`config.mk`:
```
export PLATFORM = sky130hd
export DESIGN_NAME = ccx_fifo
export DESIGN_NICKNAME = d
export VERILOG_FILES = /design/src/sv/ccx_pkg.sv /design/src/sv/ccx_fifo.sv
export SDC_FILE = /design/constraint.sdc
export NUM_CORES = 1
export LEC_CHECK = 0
export ABC_AREA = 1
export BUFFER_PORTS_ARGS = -buffer_cell sky130_fd_sc_hd__buf_2
export CAP_MARGIN = 0
export CORE_ASPECT_RATIO = 1.75
export CORE_MARGIN = 5
export CORE_UTILIZATION = 54
export CTS_BUF_LIST = sky130_fd_sc_hd__clkbuf_2
export CTS_CLUSTER_DIAMETER = 50
export CTS_CLUSTER_SIZE = 10
export DETAILED_ROUTE_END_ITERATION = 10
export PLACE_DENSITY_LB_ADDON = 0.1
export SETUP_SLACK_MARGIN = 0.4
export SLEW_MARGIN = 10
export SYNTH_ARGS = -nofsm -noshare
export SYNTH_HDL_FRONTEND = slang
export SYNTH_SLANG_ARGS = --single-unit
```
`constraint.sdc`:
```
create_clock -name i_clk -period 1.9 [get_ports i_clk]
set_clock_uncertainty 0.1 [all_clocks]
set_input_delay 0.19 -clock i_clk [delete_from_list [all_inputs] [get_ports i_clk]]
set_output_delay 0.19 -clock i_clk [all_outputs]
set_load 0.02 [all_outputs]
```
`src/sv/ccx_pkg.sv`:
```
// package for the chacha20 stream xor unit: constants, types and the quarter round
// no dependencies
package ccx_pkg;

    localparam int unsigned CfgIdxW   = 3;
    localparam int unsigned CfgDataW  = 64;
    localparam int unsigned DefDoubleRounds = 10;

    localparam logic [CfgIdxW-1:0] REG_KEY0  = 3'd0;
    localparam logic [CfgIdxW-1:0] REG_KEY1  = 3'd1;
    localparam logic [CfgIdxW-1:0] REG_KEY2  = 3'd2;
    localparam logic [CfgIdxW-1:0] REG_KEY3  = 3'd3;
    localparam logic [CfgIdxW-1:0] REG_NONCE_LO = 3'd4;
    localparam logic [CfgIdxW-1:0] REG_NONCE_HI = 3'd5;
    localparam logic [CfgIdxW-1:0] REG_INIT_CTR = 3'd6;

    localparam logic [31:0] SIGMA0 = 32'h61707865;
    localparam logic [31:0] SIGMA1 = 32'h3320646e;
    localparam logic [31:0] SIGMA2 = 32'h79622d32;
    localparam logic [31:0] SIGMA3 = 32'h6b206574;

    // queued item from front to back
    typedef struct packed {
        logic [7:0] data;
        logic       last;
        logic       gen;      // generate a new block before this byte
        logic [5:0] offset;   // byte offset within the block
        logic [31:0] counter; // block counter used when gen is set
    } t_item;

    typedef logic [15:0][31:0] t_words;

    function automatic logic [31:0] rotl(input logic [31:0] v, input int unsigned n);
        rotl = (v << n) | (v >> (32 - n));
    endfunction

    // one quarter round on four words, in place order a,b,c,d
    function automatic logic [127:0] qround(input logic [31:0] a, input logic [31:0] b,
                                            input logic [31:0] c, input logic [31:0] d);
        logic [31:0] ta, tb, tc, td;
        ta = a; tb = b; tc = c; td = d;
        ta = ta + tb; td = rotl(td ^ ta, 16);
        tc = tc + td; tb = rotl(tb ^ tc, 12);
        ta = ta + tb; td = rotl(td ^ ta, 8);
        tc = tc + td; tb = rotl(tb ^ tc, 7);
        qround = {td, tc, tb, ta};
    endfunction

endpackage

```
`src/sv/ccx_fifo.sv`:
```
// short queue between front and back
// depends on ccx_pkg
module ccx_fifo import ccx_pkg::*; (
    input  logic  i_clk,
    input  logic  i_rst_n,
    input  logic  i_push,
    input  t_item i_item,
    output logic  o_full,
    input  logic  i_pop,
    output logic  o_valid,
    output t_item o_item
);
    t_item      r_mem [4];
    logic [1:0] r_wp, r_rp;
    logic [2:0] r_cnt;

    assign o_full  = (r_cnt == 3'd4);
    assign o_valid = (r_cnt != 3'd0);
    assign o_item  = r_mem[r_rp];

    always_ff @(posedge i_clk) begin
        if (i_push) r_mem[r_wp] <= i_item;
    end

    always_ff @(posedge i_clk) begin
        if (!i_rst_n) begin
            r_wp <= '0; r_rp <= '0; r_cnt <= '0;
        end else begin
            if (i_push) r_wp <= r_wp + 2'd1;
            if (i_pop)  r_rp <= r_rp + 2'd1;
            r_cnt <= r_cnt + {2'b0, i_push} - {2'b0, i_pop};
        end
    end
endmodule

```
Yosys cells after proc, flatten, opt, wreduce, memory -nomap -nowiden:

Memory sizes are Yosys's and may differ from the RTL's. A register that Yosys moved wholly into a read port is not among the register bits.
Cells that the tools add are included.

* flip-flop bits (word level): 7
* bits in writable memories: 192
* input bits: 52
* output and inout bits: 50
* word-level logic and storage cells: 14
* memories: 1

* $add $sub $neg: 4
* equality and inequality tests: 1
* multiplexer cells: 4
* reductions and logical operators: 1

Memory list
* r_mem: depth 4, width 48, rd ports 1, clocked after Yosys merged registers in 1, write ports 1, line ccx_fifo.sv:13 `t_item r_mem [4];`

Operators by type and width (number)
* 2-bit by 1-bit adder with 2-bit output (second input constant): 2
* 2-bit 2-to-1 mux: 2
* 3-bit by 1-bit adder with 3-bit output: 1
* 3-bit == test (second input constant): 1
* 3-bit nonzero test: 1
* 3-bit by 1-bit subtractor with 3-bit output: 1
* 1-bit 2-to-1 mux: 2

Logic depth before layout (Yosys ltp):

* word-level depth: 3
* gate-level depth with buffers: 9
* mapped depth without buffers: 9

Worst setup path after synthesis:

No wires, ideal clock.

* path kind: flip-flop to flip-flop
* from: register r_wp[0]
* to: memory r_mem[2][0] (netlist name) (enable)
* setup time: 0.402 ns
* arrival: 1.527 ns
* required time: 1.398 ns
* slack: -0.130 ns
* stages on the path, launching flop included: 5
* path buffers: 0
* clock period less this slack: 2.030 ns
* cell sequence: dfxtp_1 -> inv_1 -> ha_1 -> nand2_1 -> inv_1

RTL lines
* start: declaration: line ccx_fifo.sv:14 `logic [1:0] r_wp, r_rp;`
* start signal: assignment: line ccx_fifo.sv:29 `if (i_push) r_wp <= r_wp + 2'd1;`
* end: declaration: line ccx_fifo.sv:13

No word-level cell before the write port.

==> results.md <==
- Worst Setup Start Kind: flip-flop
- Starting Density: 54.4%
- Crit-path max cell delay: 0.39 ns
- Crit path required time: 1.61 ns
- Post-synthesis sequential area ratio: 74.0%
- Longest Clk Path Bufs: 3
- Max-cap viol count: 0
- Cell Area, Synth: 0.00803 mm2
- Post-Synthesis Cells: 616
- Final Util: 71.9%
- CTS sink count: 201
- Layout cells sized above 1: 32.1%
- Fin crit share: 120%
- Synth Warn #: 0
- Slew margin rel.: 75.6%
- Port bufs: 101
- Die Width: 102 um
- CTS buffer count: 24
- Clock Tree Root: clkbuf_2
- Via/cell ratio: 5.26
- Post-route minimum period: 2.28 ns
- Remaining routing DRC violations: 0
- Top-area cell type share of the netlist area: 71.8%
- Number of synthesized register bits: 201
- VDD IR max: 0.584 mV
- Area growth from synthesis to layout: 32.2%
- Grt total ovfl: 0
- Starting DRT DRC Count: 193
- Max frequency: 438 MHz
- Die height: 171 um
- Slowest-stage cell, CP: dfxtp_4
- Final slew viol count: 0
- Clock-pin slew on the worst setup and hold paths: 0.19 ns
- Num ports: 102
- Vias: 5222
- Setup-failing EPs final: 48
- TritonCTS clock tree: built
- Synth area leaders: edfxtp_1 (72%), inv_1 (5.2%), nand2_1 (5.0%)
- Run status: finished, violations left
- All-layer global routing usage: 19.2%
- Initial antenna violation count: 1
- Crit Path Category: flip-flop to output port
- RePlAce Congestion: 0.747
- Most common cell on crit path: buf_12
- Largest net degree at the start of global routing: 53
- Final Hold Viols: 0
- Worst slew pin tran: 0.366 ns
- Vias in the first global route: 5206
- Setup ws final: -0.382 ns
- Static Leak: 0.00414 uW
- Reg area: 0.00596 mm2
- Antenna-violating nets left: 0
- Pre-CTS setup slack: 0.308 ns
- Die ar.: 0.0175 mm2
- Cell Pwr Density: 817 mW/mm2
- Failing checks: setup timing
- Syn_nets: 675
- Worst path arrival time: 1.99 ns
- Avg Synthesized Cell Area: 13.0 um2
- Rows: 59
- Hold crit path type: primary input to flip-flop
- Core region area: 0.0148 mm2
- Multi-input logic area: 0.00173 mm2
- Critical path capture point type: output port
- Worst-path cell chain: buf_12 -> buf_12 -> clkbuf_16 -> o211ai_1 -> nand2_1 -> buf_4
- R2R setup slack: 0.25 ns
- First-pass GRT wire length: 26000 um
- DRT Wirelength: 18200 um
- RSZ-0062 raised after global routing: true
- Post-DP HPWL: 9000 um
- Router iterations before antenna repair: 4
- Clk_lat worst skew: 0.72 ns
- Crit Path Max Fanout: 6
- WL per Instance: 18.4 um
- Fin nets: 859
- Leading area contributor after synthesis: edfxtp_1
- Post-synth cell types: 16
- Number of fill cells: 1019
- CTS H-tree lvls: 1
-- final timing paths --
check | start | to | cells after the start
min | i_item[1] | r_mem[2][1] | 2
min reg2reg | r_rp[1] | flip-flop | 2
max reg2reg | r_cnt[0] | r_cnt[1] | 7
max | flip-flop | o_item[23] | 6
-- cell families after synthesis --
| logic type | Yosys count | share of synthesized area (%) |
|---|---|---|
| DFF | 201 | 74.0 |
| adders and majority gates | 7 | 1.18 |
| buffers and inverters | 144 | 8.49 |
| and+or+nand+nor | 110 | 5.19 |
| AOI/OAI and AO/OA | 154 | 11.1 |
-- per-stage QoR --
stage          total power, uW  cells  setup TNS, ns  area, um2  hold slack, ns
3_3_place_gp              6320    880              0       8790           0.299
4_1_cts                   8440    975         -18.22       9900         0.00485
3_5_place_dp              6370    880              0       8790           0.305
2_1_floorplan             5960    616              0       8100           0.182
5_1_grt                   9080    992         -22.50      10600          0.0105
6_report                  8680    992         -15.68      10600          0.0906
-- placed cells by master (no fill, tap or decap), drive strengths merged --
cell / n
nor3: 1
nor2: 1
clkinvlp: 4
dfxtp: 9
o211ai: 48
clkbuf: 43
buf: 129
ha: 6
nand3: 2
a21oi: 54
nand2: 106
fa: 1
edfxtp: 192
diode: 1
o21ai: 52
inv: 109
dlygate4sd3: 51
-- critical path, delay by kind of cell (launching register included) --
| family | cells | cell delay (ns) |
|---|---|---|
| flip-flops | 1 | 0.39 |
| AND/OR/NAND/NOR | 1 | 0.09 |
| buffers and inverters | 4 | 0.60 |
| AO/OA/AOI/OAI | 1 | 0.16 |
-- cell usage after synthesis, drive strengths merged --
| cell | n |
|---|---|
| edfxtp | 192 |
| inv | 112 |
| nand2 | 106 |
| a21oi | 54 |
| o21ai | 52 |
| o211ai | 48 |
| buf | 32 |
| dfxtp | 9 |
| ha | 6 |
| nand3 | 2 |
| fa | 1 |
| nor2 | 1 |
| nor3 | 1 |
-- final cells by class --
type                            count  share of cell area, %
Antenna cell                        1                 0.0236
Tap cell                          183                   2.16
Timing Repair Buffer              190                   19.5
Multi-Input combinational cell    271                   16.3
Inverter                          112                   4.20
Sequential cell                   201                   56.2
Clock inverter                      1                 0.0825
Clock buffer                       33                   1.56
-- power breakdown --
group | leakage, uW | internal, uW | switching, uW | total [uW]
Clock | 0.000142 | 455 | 1310 | 1770
Sequential | 0.00184 | 5060 | 78.0 | 5140
Combinational | 0.00216 | 813 | 955 | 1770
Total | 0.00414 | 6330 | 2350 | 8680
-- state kept, by name, indices dropped and copies added (netlist names), named ones only --
register	cells
r_cnt	3
r_mem	192
r_wp	2
r_rp	2
-- layer usage --
layer / vias up / routed length (um) / GRT usage (%)
met1: 2538 / 6760 / 21.6
met3: 34 / 859 / 3.00
met4: 0 / 410 / 5.31
met2: 138 / 10200 / 36.8
li1: 2512 / - / -
met5: - / 0 / 0
-- repair_timing --
item	4_1_cts	5_1_grt
hold buffers	51	0
cloned	6	13
endpoints found under the setup margin	117	67
buffers inserted	4	3
endpoints found under the hold margin	209	0
gates resized for setup	68	106
pin swaps	26	51
Note: power is estimated with default switching activity, not from simulation.
