## config.mk

```make
export PLATFORM = sky130hd
export DESIGN_NAME = ccx_front
export DESIGN_NICKNAME = d
export VERILOG_FILES = /design/src/sv/ccx_pkg.sv /design/src/sv/ccx_front.sv
export SDC_FILE = /design/constraint.sdc
export NUM_CORES = 1
export LEC_CHECK = 0
export ABC_CLOCK_PERIOD_IN_PS = 4650
export BUFFER_PORTS_ARGS = -buffer_cell sky130_fd_sc_hd__buf_2
export CAP_MARGIN = 20
export CORE_MARGIN = 4
export CORE_UTILIZATION = 35
export DETAILED_ROUTE_END_ITERATION = 16
export GPL_TIMING_DRIVEN = 0
export PLACE_DENSITY = 0.63
export SYNTH_ARGS = -nofsm -noshare
export SYNTH_HDL_FRONTEND = slang
export SYNTH_SLANG_ARGS = --single-unit
```

## constraint.sdc

```tcl
create_clock -name i_clk -period 4.65 [get_ports i_clk]
set_clock_uncertainty 0.05 [all_clocks]
set_input_delay 0.2325 -clock i_clk [delete_from_list [all_inputs] [get_ports i_clk]]
set_output_delay 0.2325 -clock i_clk [all_outputs]
set_load 0.02 [all_outputs]
```

## src/sv/ccx_pkg.sv

```systemverilog
// package for the chacha20 stream xor unit: constants, types and the quarter round
// no dependencies
package ccx_pkg;

    localparam int unsigned CfgIdxW   = 3;
    localparam int unsigned CfgDataW  = 64;
    localparam int unsigned DefDoubleRounds = 10;

    localparam logic [CfgIdxW-1:0] REG_KEY0  = 3'd0;
    localparam logic [CfgIdxW-1:0] REG_KEY1  = 3'd1;
    localparam logic [CfgIdxW-1:0] REG_KEY2  = 3'd2;
    localparam logic [CfgIdxW-1:0] REG_KEY3  = 3'd3;
    localparam logic [CfgIdxW-1:0] REG_NONCE_LO = 3'd4;
    localparam logic [CfgIdxW-1:0] REG_NONCE_HI = 3'd5;
    localparam logic [CfgIdxW-1:0] REG_INIT_CTR = 3'd6;

    localparam logic [31:0] SIGMA0 = 32'h61707865;
    localparam logic [31:0] SIGMA1 = 32'h3320646e;
    localparam logic [31:0] SIGMA2 = 32'h79622d32;
    localparam logic [31:0] SIGMA3 = 32'h6b206574;

    // queued item from front to back
    typedef struct packed {
        logic [7:0] data;
        logic       last;
        logic       gen;      // generate a new block before this byte
        logic [5:0] offset;   // byte offset within the block
        logic [31:0] counter; // block counter used when gen is set
    } t_item;

    typedef logic [15:0][31:0] t_words;

    function automatic logic [31:0] rotl(input logic [31:0] v, input int unsigned n);
        rotl = (v << n) | (v >> (32 - n));
    endfunction

    // one quarter round on four words, in place order a,b,c,d
    function automatic logic [127:0] qround(input logic [31:0] a, input logic [31:0] b,
                                            input logic [31:0] c, input logic [31:0] d);
        logic [31:0] ta, tb, tc, td;
        ta = a; tb = b; tc = c; td = d;
        ta = ta + tb; td = rotl(td ^ ta, 16);
        tc = tc + td; tb = rotl(tb ^ tc, 12);
        ta = ta + tb; td = rotl(td ^ ta, 8);
        tc = tc + td; tb = rotl(tb ^ tc, 7);
        qround = {td, tc, tb, ta};
    endfunction

endpackage

```

## src/sv/ccx_front.sv

```systemverilog
// front end: accepts bytes, tracks counter and offset, tags block generation
// depends on ccx_pkg
module ccx_front import ccx_pkg::*; (
    input  logic        i_clk,
    input  logic        i_rst_n,
    input  logic        i_valid,
    output logic        o_ready,
    input  logic [7:0]  i_data,
    input  logic        i_restart,
    input  logic        i_last,
    input  logic [31:0] i_init_counter,
    output logic        o_push,
    output t_item       o_item,
    input  logic        i_full
);
    logic [31:0] r_counter, n_counter;
    logic [5:0]  r_offset, n_offset;
    logic [31:0] w_ctr;
    logic [5:0]  w_off;

    assign o_ready = !i_full;
    assign o_push  = i_valid && !i_full;
    assign w_ctr   = i_restart ? i_init_counter : r_counter;
    assign w_off   = i_restart ? 6'd0 : r_offset;

    always_comb begin
        o_item.data    = i_data;
        o_item.last    = i_last;
        o_item.gen     = (w_off == 6'd0);
        o_item.offset  = w_off;
        o_item.counter = w_ctr;
        n_counter = (w_off == 6'd0) ? w_ctr + 32'd1 : w_ctr;
        n_offset  = w_off + 6'd1;
    end

    always_ff @(posedge i_clk) begin
        if (!i_rst_n) begin
            r_counter <= '0;
            r_offset  <= '0;
        end else if (o_push) begin
            r_counter <= n_counter;
            r_offset  <= n_offset;
        end
    end
endmodule

```

Yosys cells after proc, flatten, opt, wreduce, memory -nomap -nowiden --
Index checks and enable logic that the tools add are counted.
Storage, ports and cells: word-level logic and storage cells 10, memory bits (read-only) 0, output and inout port bits 50, register bits after elaboration 38, input bits 46, latch bits 0, memories kept 0, bits in writable memories 0
Operators by class: add/sub/neg operators 2, $lt $le $gt $ge 0, shifts and indexed selects 0, mux-type cells 3, eq/ne operators 0, bitwise gates (word level) 0, $mul 0, div/mod/pow operators 0, reductions and logical operators 3
Operators with widths (number):
- 32-bit two-way mux | 2
- 32-bit by 1-bit adder with 32-bit output, second input constant | 1
- 6-bit by 1-bit adder with 6-bit output, second input constant | 1
- 6-bit logical NOT | 1
- 6-bit two-way mux | 1
- 1-bit logical AND | 1
- 1-bit logical NOT | 1

Logic depth before layout (Yosys ltp) --
Gate-level depths: netlist (run 1).
word-level depth 3, mapped depth 14, gate-level depth less buffers 8

Least setup slack after synthesis (run 1) --
OpenSTA, ideal clock, no wires.
path type input port to flip-flop, start input i_restart, end register r_counter[23], path buffers 6, arrival 2.976 ns, required time 4.494 ns, stages on the path 14, library setup time 0.106 ns, slack 1.518 ns, cell sequence buf_6 -> buf_2 -> buf_1 -> clkbuf_1 -> nor2b_1 -> inv_1 -> ha_1 -> and4_1 -> a41o_1 -> nand3_1 -> clkbuf_1 -> clkbuf_1 -> o211ai_1 -> o311ai_0
RTL lines:
- start: declaration | line ccx_front.sv:9 | input logic i_restart,
- end signal: assignment | line ccx_front.sv:41 | r_counter <= n_counter;
- end: declaration | line ccx_front.sv:16 | logic [31:0] r_counter, n_counter;

Worst setup path in the final report (run 1) --
start input i_restart, end register r_counter[17]
Between the ends: word-level cells in the longest chain between the ends 3, elaborated cells on any way between the ends 5, classes of those cells add/sub: 1; mux: 3; reduce/logical: 1
RTL lines:
- 32-bit two-way mux or 6-bit two-way mux (tied branches) | line ccx_front.sv:23, ccx_front.sv:24
- 32-bit by 1-bit adder with 32-bit output or 6-bit logical NOT (tied branches) | line ccx_front.sv:32 | n_counter = (w_off == 6'd0) ? w_ctr + 32'd1 : w_ctr;
- 32-bit two-way mux * | line ccx_front.sv:32
Every way passes the cells marked *; elsewhere a longest branch is shown, timed or not. A chain may end at the register's enable or synchronous reset.

==> results of run 1 <==
==> critical path: cells and delay by family <==
| kind | cells | cell delay, ns |
|---|---|---|
| AOI/OAI and AO/OA | 3 | 0.63 |
| and+or+nand+nor | 3 | 0.57 |
| adders and majority gates | 1 | 0.20 |
| buffers and inverters | 8 | 2.26 |
==> final cells by class <==
cell class / instances / share of cell area (%)
Multi-Input combinational cell: 291 / 53.6
Sequential cell: 38 / 20.9
Timing Repair Buffer: 86 / 11.8
Buffer: 34 / 5.19
Tap cell: 105 / 3.61
Clock buffer: 5 / 1.89
Inverter: 18 / 1.86
Clock inverter: 3 / 1.10
==> kinds of logic (layout without fill, tap and decap cells) <==
family,count (synthesis),in the layout,synth area share (%)
adder cells (fa/ha/maj),3,3,1.26
AND/OR/NAND/NOR,177,177,33.0
flip-flops,38,38,25.6
XOR/XNOR,6,6,1.77
buffers and inverters,52,146,8.64
multiplexers,32,32,11.6
AO/OA/AOI/OAI,73,73,18.1
==> cells in the mapped netlist (3+ instances only) <==
| library cell | instances | area [sq um] |
|---|---|---|
| a211o_1 | 3 | 26.3 |
| a21boi_0 | 5 | 37.5 |
| a21oi_1 | 3 | 15.0 |
| a222oi_1 | 3 | 30.0 |
| a22oi_1 | 5 | 37.5 |
| a31oi_1 | 3 | 18.8 |
| a32oi_1 | 4 | 35.0 |
| and2_1 | 8 | 50.1 |
| and3_1 | 8 | 50.1 |
| buf_2 | 4 | 20.0 |
| buf_4 | 10 | 75.1 |
| clkbuf_1 | 17 | 63.8 |
| dfxtp_1 | 38 | 761 |
| ha_1 | 3 | 37.5 |
| inv_1 | 18 | 67.6 |
| mux2_2 | 19 | 214 |
| mux2i_1 | 13 | 130 |
| nand2_1 | 45 | 169 |
| nand3_1 | 52 | 260 |
| nand3b_1 | 8 | 60.1 |
| nand4_1 | 9 | 56.3 |
| nand4b_1 | 4 | 35.0 |
| nor2_1 | 9 | 33.8 |
| nor2b_1 | 6 | 37.5 |
| o211ai_1 | 11 | 82.6 |
| o21ai_0 | 15 | 75.1 |
| o311ai_0 | 3 | 26.3 |
| o31ai_1 | 5 | 37.5 |
| or4_1 | 14 | 105 |
| xnor2_1 | 4 | 35.0 |
==> metrics by stage <==
stage | area, sq um | instances | hold slack (ns)
finish | 3640 | 580 | 0.241
global route | 3640 | 580 | 0.295
CTS | 3640 | 580 | 0.244
detailed placement | 3530 | 572 | 0.421
global placement | 3530 | 572 | 0.411
floorplan | 2970 | 381 | 0.387
==> per-layer routing <==
| layer | GRT usage, % | wire, um | up-vias |
|---|---|---|---|
| met5 | 0 | 0 | - |
| met4 | 5.39 | 154 | 0 |
| met3 | 3.34 | 740 | 19 |
| met2 | 34.1 | 4930 | 143 |
| met1 | 24.3 | 4290 | 1615 |
| li1 | - | - | 1609 |
==> power by group through the flow <==
stage                     Combinational, mW  Clock [mW]  Sequential, mW
after floorplan                       0.137           0           0.352
after global placement                0.208           0           0.354
after detailed placement              0.210           0           0.355
after CTS                             0.210       0.292           0.347
after global routing                  0.227       0.304           0.349
final                                 0.210       0.288           0.348
==> cell usage in the layout (no fill, tap or decap), drive strengths merged, types with 4 or more instances in the layout <==
| cell | count |
|---|---|
| buf | 103 |
| nand3 | 53 |
| nand2 | 45 |
| dfxtp | 38 |
| clkbuf | 22 |
| mux2 | 19 |
| inv | 18 |
| o21ai | 15 |
| or4 | 14 |
| mux2i | 13 |
| o211ai | 11 |
| nand4 | 10 |
| nor2 | 9 |
| nand3b | 9 |
| and2 | 8 |
| and3 | 8 |
| nor2b | 6 |
| a22oi | 5 |
| o31ai | 5 |
| a21boi | 5 |
| nand4b | 4 |
| xnor2 | 4 |
| a32oi | 4 |
| a21oi | 4 |
==> registers in the layout, summed over array words and instances (netlist names) <==
signal,count
r_counter,32
r_offset,6
==> how the worst max path moves through the flow <==
stage                         start             to  slack (ns)  cells after the start
after CTS                 i_restart  r_counter[17]        0.84                     15
after floorplan           i_restart  r_counter[23]        1.52                     14
final                     i_restart  r_counter[17]        0.85                     15
after detailed placement  i_restart  r_counter[17]        0.55                     15
after global placement    i_restart  r_counter[23]        0.53                     15
after global routing      i_restart  r_counter[17]        0.51                     15
==> flow_metrics.py, run 1 <==
metrics = {
    "clocking": {
        "cts_buffers": 5,
        "clock_latency_ns": 0.29,
        "clkTransAtPathRegs_ns": 0.09,
        "cts_hold_buffers": 0,
        "clockBufferDepth": 2,
        "cts_tree": "built",
        "root_buffer": "clkbuf_8",
        "h-tree-depth": 2,
        "post_cts_buffers": 0,
        "post_cts_resized": 0,
        "clock_sinks": 38,
    },
    "sta": {
        "finalMaxSlewViolations": 0,
        "min_period_ns": 3.80,
        "setup_ws_ns": 0.847,
        "worstMarginPinSlew_ns": 1.02,
        "fmax_mhz": 263,
        "maxSlewHeadroom_pct": 31.9,
        "timing.final.crit_share_pct": 81.8,
        "setup_viol": 0,
        "rsz0062_at_grt": "no",
        "finalHoldViolCount": 0,
        "setup_tns_ns": 0,
    },
    "place": {
        "dp.final_hpwl_um": 7630,
        "portBuffers": 86,
        "routabilityCongestion": 0.902,
        "dp_slack_ns": 0.554,
    },
    "job": {
        "drv_cap": 0,
    },
    "power_and_ir_drop": {
        "pwr-share-clk_pct": 34.0,
        "power.total_uw": 846,
        "power_switching_uw": 270,
        "comb_power_share_pct": 24.9,
        "swShare_pct": 32.0,
        "p_leak_nw": 1.67,
        "internal_power_uw": 575,
        "powerDensity_nw_per_um2": 232,
        "vdd_ir_drop_max_v": 0.000127,
        "pwr-share-seq_pct": 41.1,
    },
    "critical_path": {
        "end_kind": "flop",
        "critPathMaxStageDelay_ns": 0.53,
        "reg2reg_depth": 10,
        "cp_max_fo": 10,
        "critPathKind": "in2reg",
        "cp-start-kind": "primary input",
        "worstPathCellList": "buf_2 > buf_6 > buf_2 > buf_1 > clkbuf_1 > nor2b_1 > inv_1 > ha_1 > and4_1 > a41o_1 > nand3_1 > clkbuf_1 > clkbuf_1 > o211ai_1 > o311ai_0",
        "r2r-end": "r_counter[17]",
        "worstReg2RegStart": "r_offset[0]",
        "cpMostUsedCell": "clkbuf_1",
        "required_ns": 4.75,
        "rrSetupSlack_ns": 1.71,
        "arrival_ns": 3.91,
        "crit_slowest_cell": "buf_1",
    },
    "final_layout": {
        "nFillCells": 851,
        "multi_input_area_sq_um": 1950,
        "area_growth_pct": 22.6,
        "layout-drive-gt1-share_pct": 28.2,
        "utilization_pct": 44.3,
        "final_nets": 523,
        "diodes": 0,
        "seq_area_sq_um": 761,
    },
    "synthesis": {
        "ys_types": 56,
        "seq_area_frac_synth_pct": 25.6,
        "syn_area_sq_um": 2970,
        "synth_top_flop_cell": "dfxtp_1",
        "synthesis.nets": 430,
        "syn_avg_cell_area_sq_um": 7.79,
        "synth_seq_cells": 38,
        "syn-instance-count": 381,
        "synth_edf_count": 0,
        "ys_warn_count": 0,
        "async_reset_ff_share_pct": 0,
    },
    "outcome": {
        "outcome": "completed",
    },
    "grt": {
        "antenna_found_initial": 0,
        "grt_max_degree": 13,
        "grt_pass1_vias": 3275,
        "grt_pass1_wl_um": 15800,
        "groute.usage.overall_pct": 19.3,
        "grt_overflow": 0,
    },
    "worst_hold_path": {
        "hp-class": "in2reg",
        "min_path_cells": 4,
        "min_to": "r_counter[23]",
        "min_from": "i_init_counter[23]",
    },
    "drt": {
        "viasPerCell": 5.84,
        "routed_wl_um": 10100,
        "firstDrtPassIters": 5,
        "post-route-drc-count": 0,
        "ant_nets": 0,
        "route.vias.total": 3386,
        "wl_per_cell_um": 17.4,
        "drt_iter0_drc": 213,
    },
    "floorplan": {
        "fp.dieArea_sq_um": 10000,
        "core_sq_um": 8220,
        "die_y_um": 100,
        "rows": 33,
        "ios": 96,
        "die_w_um": 100,
        "start_util_pct": 36.1,
    },
}
No activity file was read; power rests on OpenSTA's default activity.
==> inputs of run 2 (changes only) <==
--- a/config.mk
+++ b/config.mk
@@ -5,7 +5,7 @@
 export SDC_FILE = /design/constraint.sdc
 export NUM_CORES = 1
 export LEC_CHECK = 0
-export ABC_CLOCK_PERIOD_IN_PS = 4650
+export ABC_CLOCK_PERIOD_IN_PS = 3950
 export BUFFER_PORTS_ARGS = -buffer_cell sky130_fd_sc_hd__buf_2
 export CAP_MARGIN = 20
 export CORE_MARGIN = 4
==> constraint.sdc (replaced) <==
create_clock -name i_clk -period 3.95 [get_ports i_clk]
set_clock_uncertainty 0.05 [all_clocks]
set_input_delay 0.1975 -clock i_clk [delete_from_list [all_inputs] [get_ports i_clk]]
set_output_delay 0.1975 -clock i_clk [all_outputs]
set_load 0.02 [all_outputs]
==> flow_metrics.py, run 2 (same netlist as run 1, synthesis figures left out) <==
metrics = {
    "floorplan": {
        "core_sq_um": 8220,
        "start_util_pct": 36.1,
        "fp.dieArea_sq_um": 10000,
        "die_y_um": 100,
        "rows": 33,
        "ios": 96,
        "die_w_um": 100,
    },
    "critical_path": {
        "cp-start-kind": "primary input",
        "critPathKind": "in2reg",
        "critPathMaxStageDelay_ns": 0.45,
        "arrival_ns": 3.55,
        "worstPathCellList": "buf_2 > buf_6 > buf_2 > clkbuf_1 > nor2b_1 > inv_1 > ha_1 > and4_1 > a41o_1 > nand3_1 > clkbuf_1 > clkbuf_1 > o211ai_1 > o311ai_0",
        "required_ns": 4.08,
        "reg2reg_depth": 10,
        "crit_slowest_cell": "clkbuf_1",
        "cpMostUsedCell": "clkbuf_1",
        "cp_max_fo": 19,
        "end_kind": "flop",
    },
    "final_layout": {
        "largest_register_ffs": 32,
        "regMostFlops": "r_counter",
        "fin_area_sq_um": 3630,
        "final_common_cell": "buf_2",
        "nFillCells": 850,
        "diodes": 0,
        "layout-drive-gt1-share_pct": 28.3,
        "top_regs": "r_counter x32, r_offset x6",
        "area_growth_pct": 22.5,
        "final_nets": 522,
        "utilization_pct": 44.2,
        "final_cell_mix": "90 x buf_2, 52 x nand3_1, 45 x nand2_1",
    },
    "drt": {
        "ant_nets": 0,
        "firstDrtPassIters": 5,
        "drt_iter0_drc": 216,
        "route.vias.total": 3357,
        "routed_wl_um": 10100,
        "post-route-drc-count": 0,
        "wl_per_cell_um": 17.4,
        "viasPerCell": 5.80,
    },
    "clocking": {
        "clkTransAtPathRegs_ns": 0.09,
        "cts_buffers": 5,
        "clock_sinks": 38,
        "clockBufferDepth": 2,
        "h-tree-depth": 2,
        "root_buffer": "clkbuf_8",
        "post_cts_buffers": 0,
        "cts_tree": "built",
        "post_cts_resized": 0,
        "clock_latency_ns": 0.29,
        "cts_hold_buffers": 0,
    },
    "grt": {
        "groute.usage.overall_pct": 19.3,
        "grt_pass1_vias": 3275,
        "grt_pass1_wl_um": 15800,
        "antenna_found_initial": 0,
        "grt_max_degree": 13,
        "grt_overflow": 0,
    },
    "sta": {
        "setup_tns_ns": 0,
        "fmax_mhz": 293,
        "whs_ns": 0.206,
        "maxSlewHeadroom_pct": 33.1,
        "setup_viol": 0,
        "rsz0062_at_grt": "no",
        "finalMaxSlewViolations": 0,
        "setup_ws_ns": 0.536,
        "worstMarginPinSlew_ns": 1.00,
        "finalHoldViolCount": 0,
        "min_period_ns": 3.41,
        "timing.final.crit_share_pct": 86.4,
    },
    "worst_hold_path": {
        "hp-class": "in2reg",
        "min_path_cells": 4,
    },
    "place": {
        "dp.final_hpwl_um": 7630,
        "dp_slack_ns": -0.111,
        "placed_area_sq_um": 3530,
        "routabilityCongestion": 0.902,
        "portBuffers": 86,
    },
    "power_and_ir_drop": {
        "powerDensity_nw_per_um2": 274,
        "p_leak_nw": 1.67,
        "vdd_ir_drop_max_v": 0.000151,
    },
    "job": {
        "drv_cap": 0,
    },
    "outcome": {
        "outcome": "completed",
    },
}
[run 2: cell types whose count changed in the layout (fill, tap and decap cells not counted), sizes merged]
cell  change
buf       -1
[run 2: where the power goes]
group / switching, mW / internal (mW) / total (mW)
Sequential: 0.0115 / 0.398 / 0.409
Clock: 0.153 / 0.186 / 0.339
Combinational: 0.154 / 0.0931 / 0.247
[run 2: layout make-up]
cell class              instances  area, sq um  share of cell area, %
multi-input cells             291         1950                   53.7
repair buffers                 86          430                   11.8
flip-flops and latches         38          761                   20.9
inverters                      18         67.6                   1.86
clock buffers                   5         68.8                   1.89
plain buffers                  33          185                   5.09
clock inverters                 3         40.0                   1.10
well taps                     105          131                   3.61
[run 2: stage by stage]
stage                     cells  total power, mW
final                       579            0.996
after global routing        579             1.04
after CTS                   580             1.00
after detailed placement    572            0.664
after global placement      572            0.662
after floorplan             381            0.576
[run 2: metal layers]
metal  GRT usage (%)  routed length [um]  vias up  part of all wire, %
met1            24.3                4270     1597                   42
met3            3.34                 774       13                  7.7
met5               0                   0        -                    0
met4            5.39                 131        0                  1.3
met2            34.1                4890      146                   49
li1                -                   -     1601                    -
[run 2: critical path: cells and delay by family]
| kind | cells | cell delay (ns) |
|---|---|---|
| and+or+nand+nor | 3 | 0.69 |
| adders and majority gates | 1 | 0.24 |
| buffers and inverters | 7 | 1.79 |
| AOI/OAI and AO/OA | 3 | 0.60 |
[run 2: path summary, 6_finish.rpt]
check | startpoint | end | slack [ns]
setup reg to reg | r_offset[0] | r_counter[17] | 0.99
hold reg to reg | r_counter[0] | r_counter[0] | 0.44
hold / removal | i_init_counter[23] | r_counter[23] | 0.21
setup / recovery | i_restart | r_counter[17] | 0.54
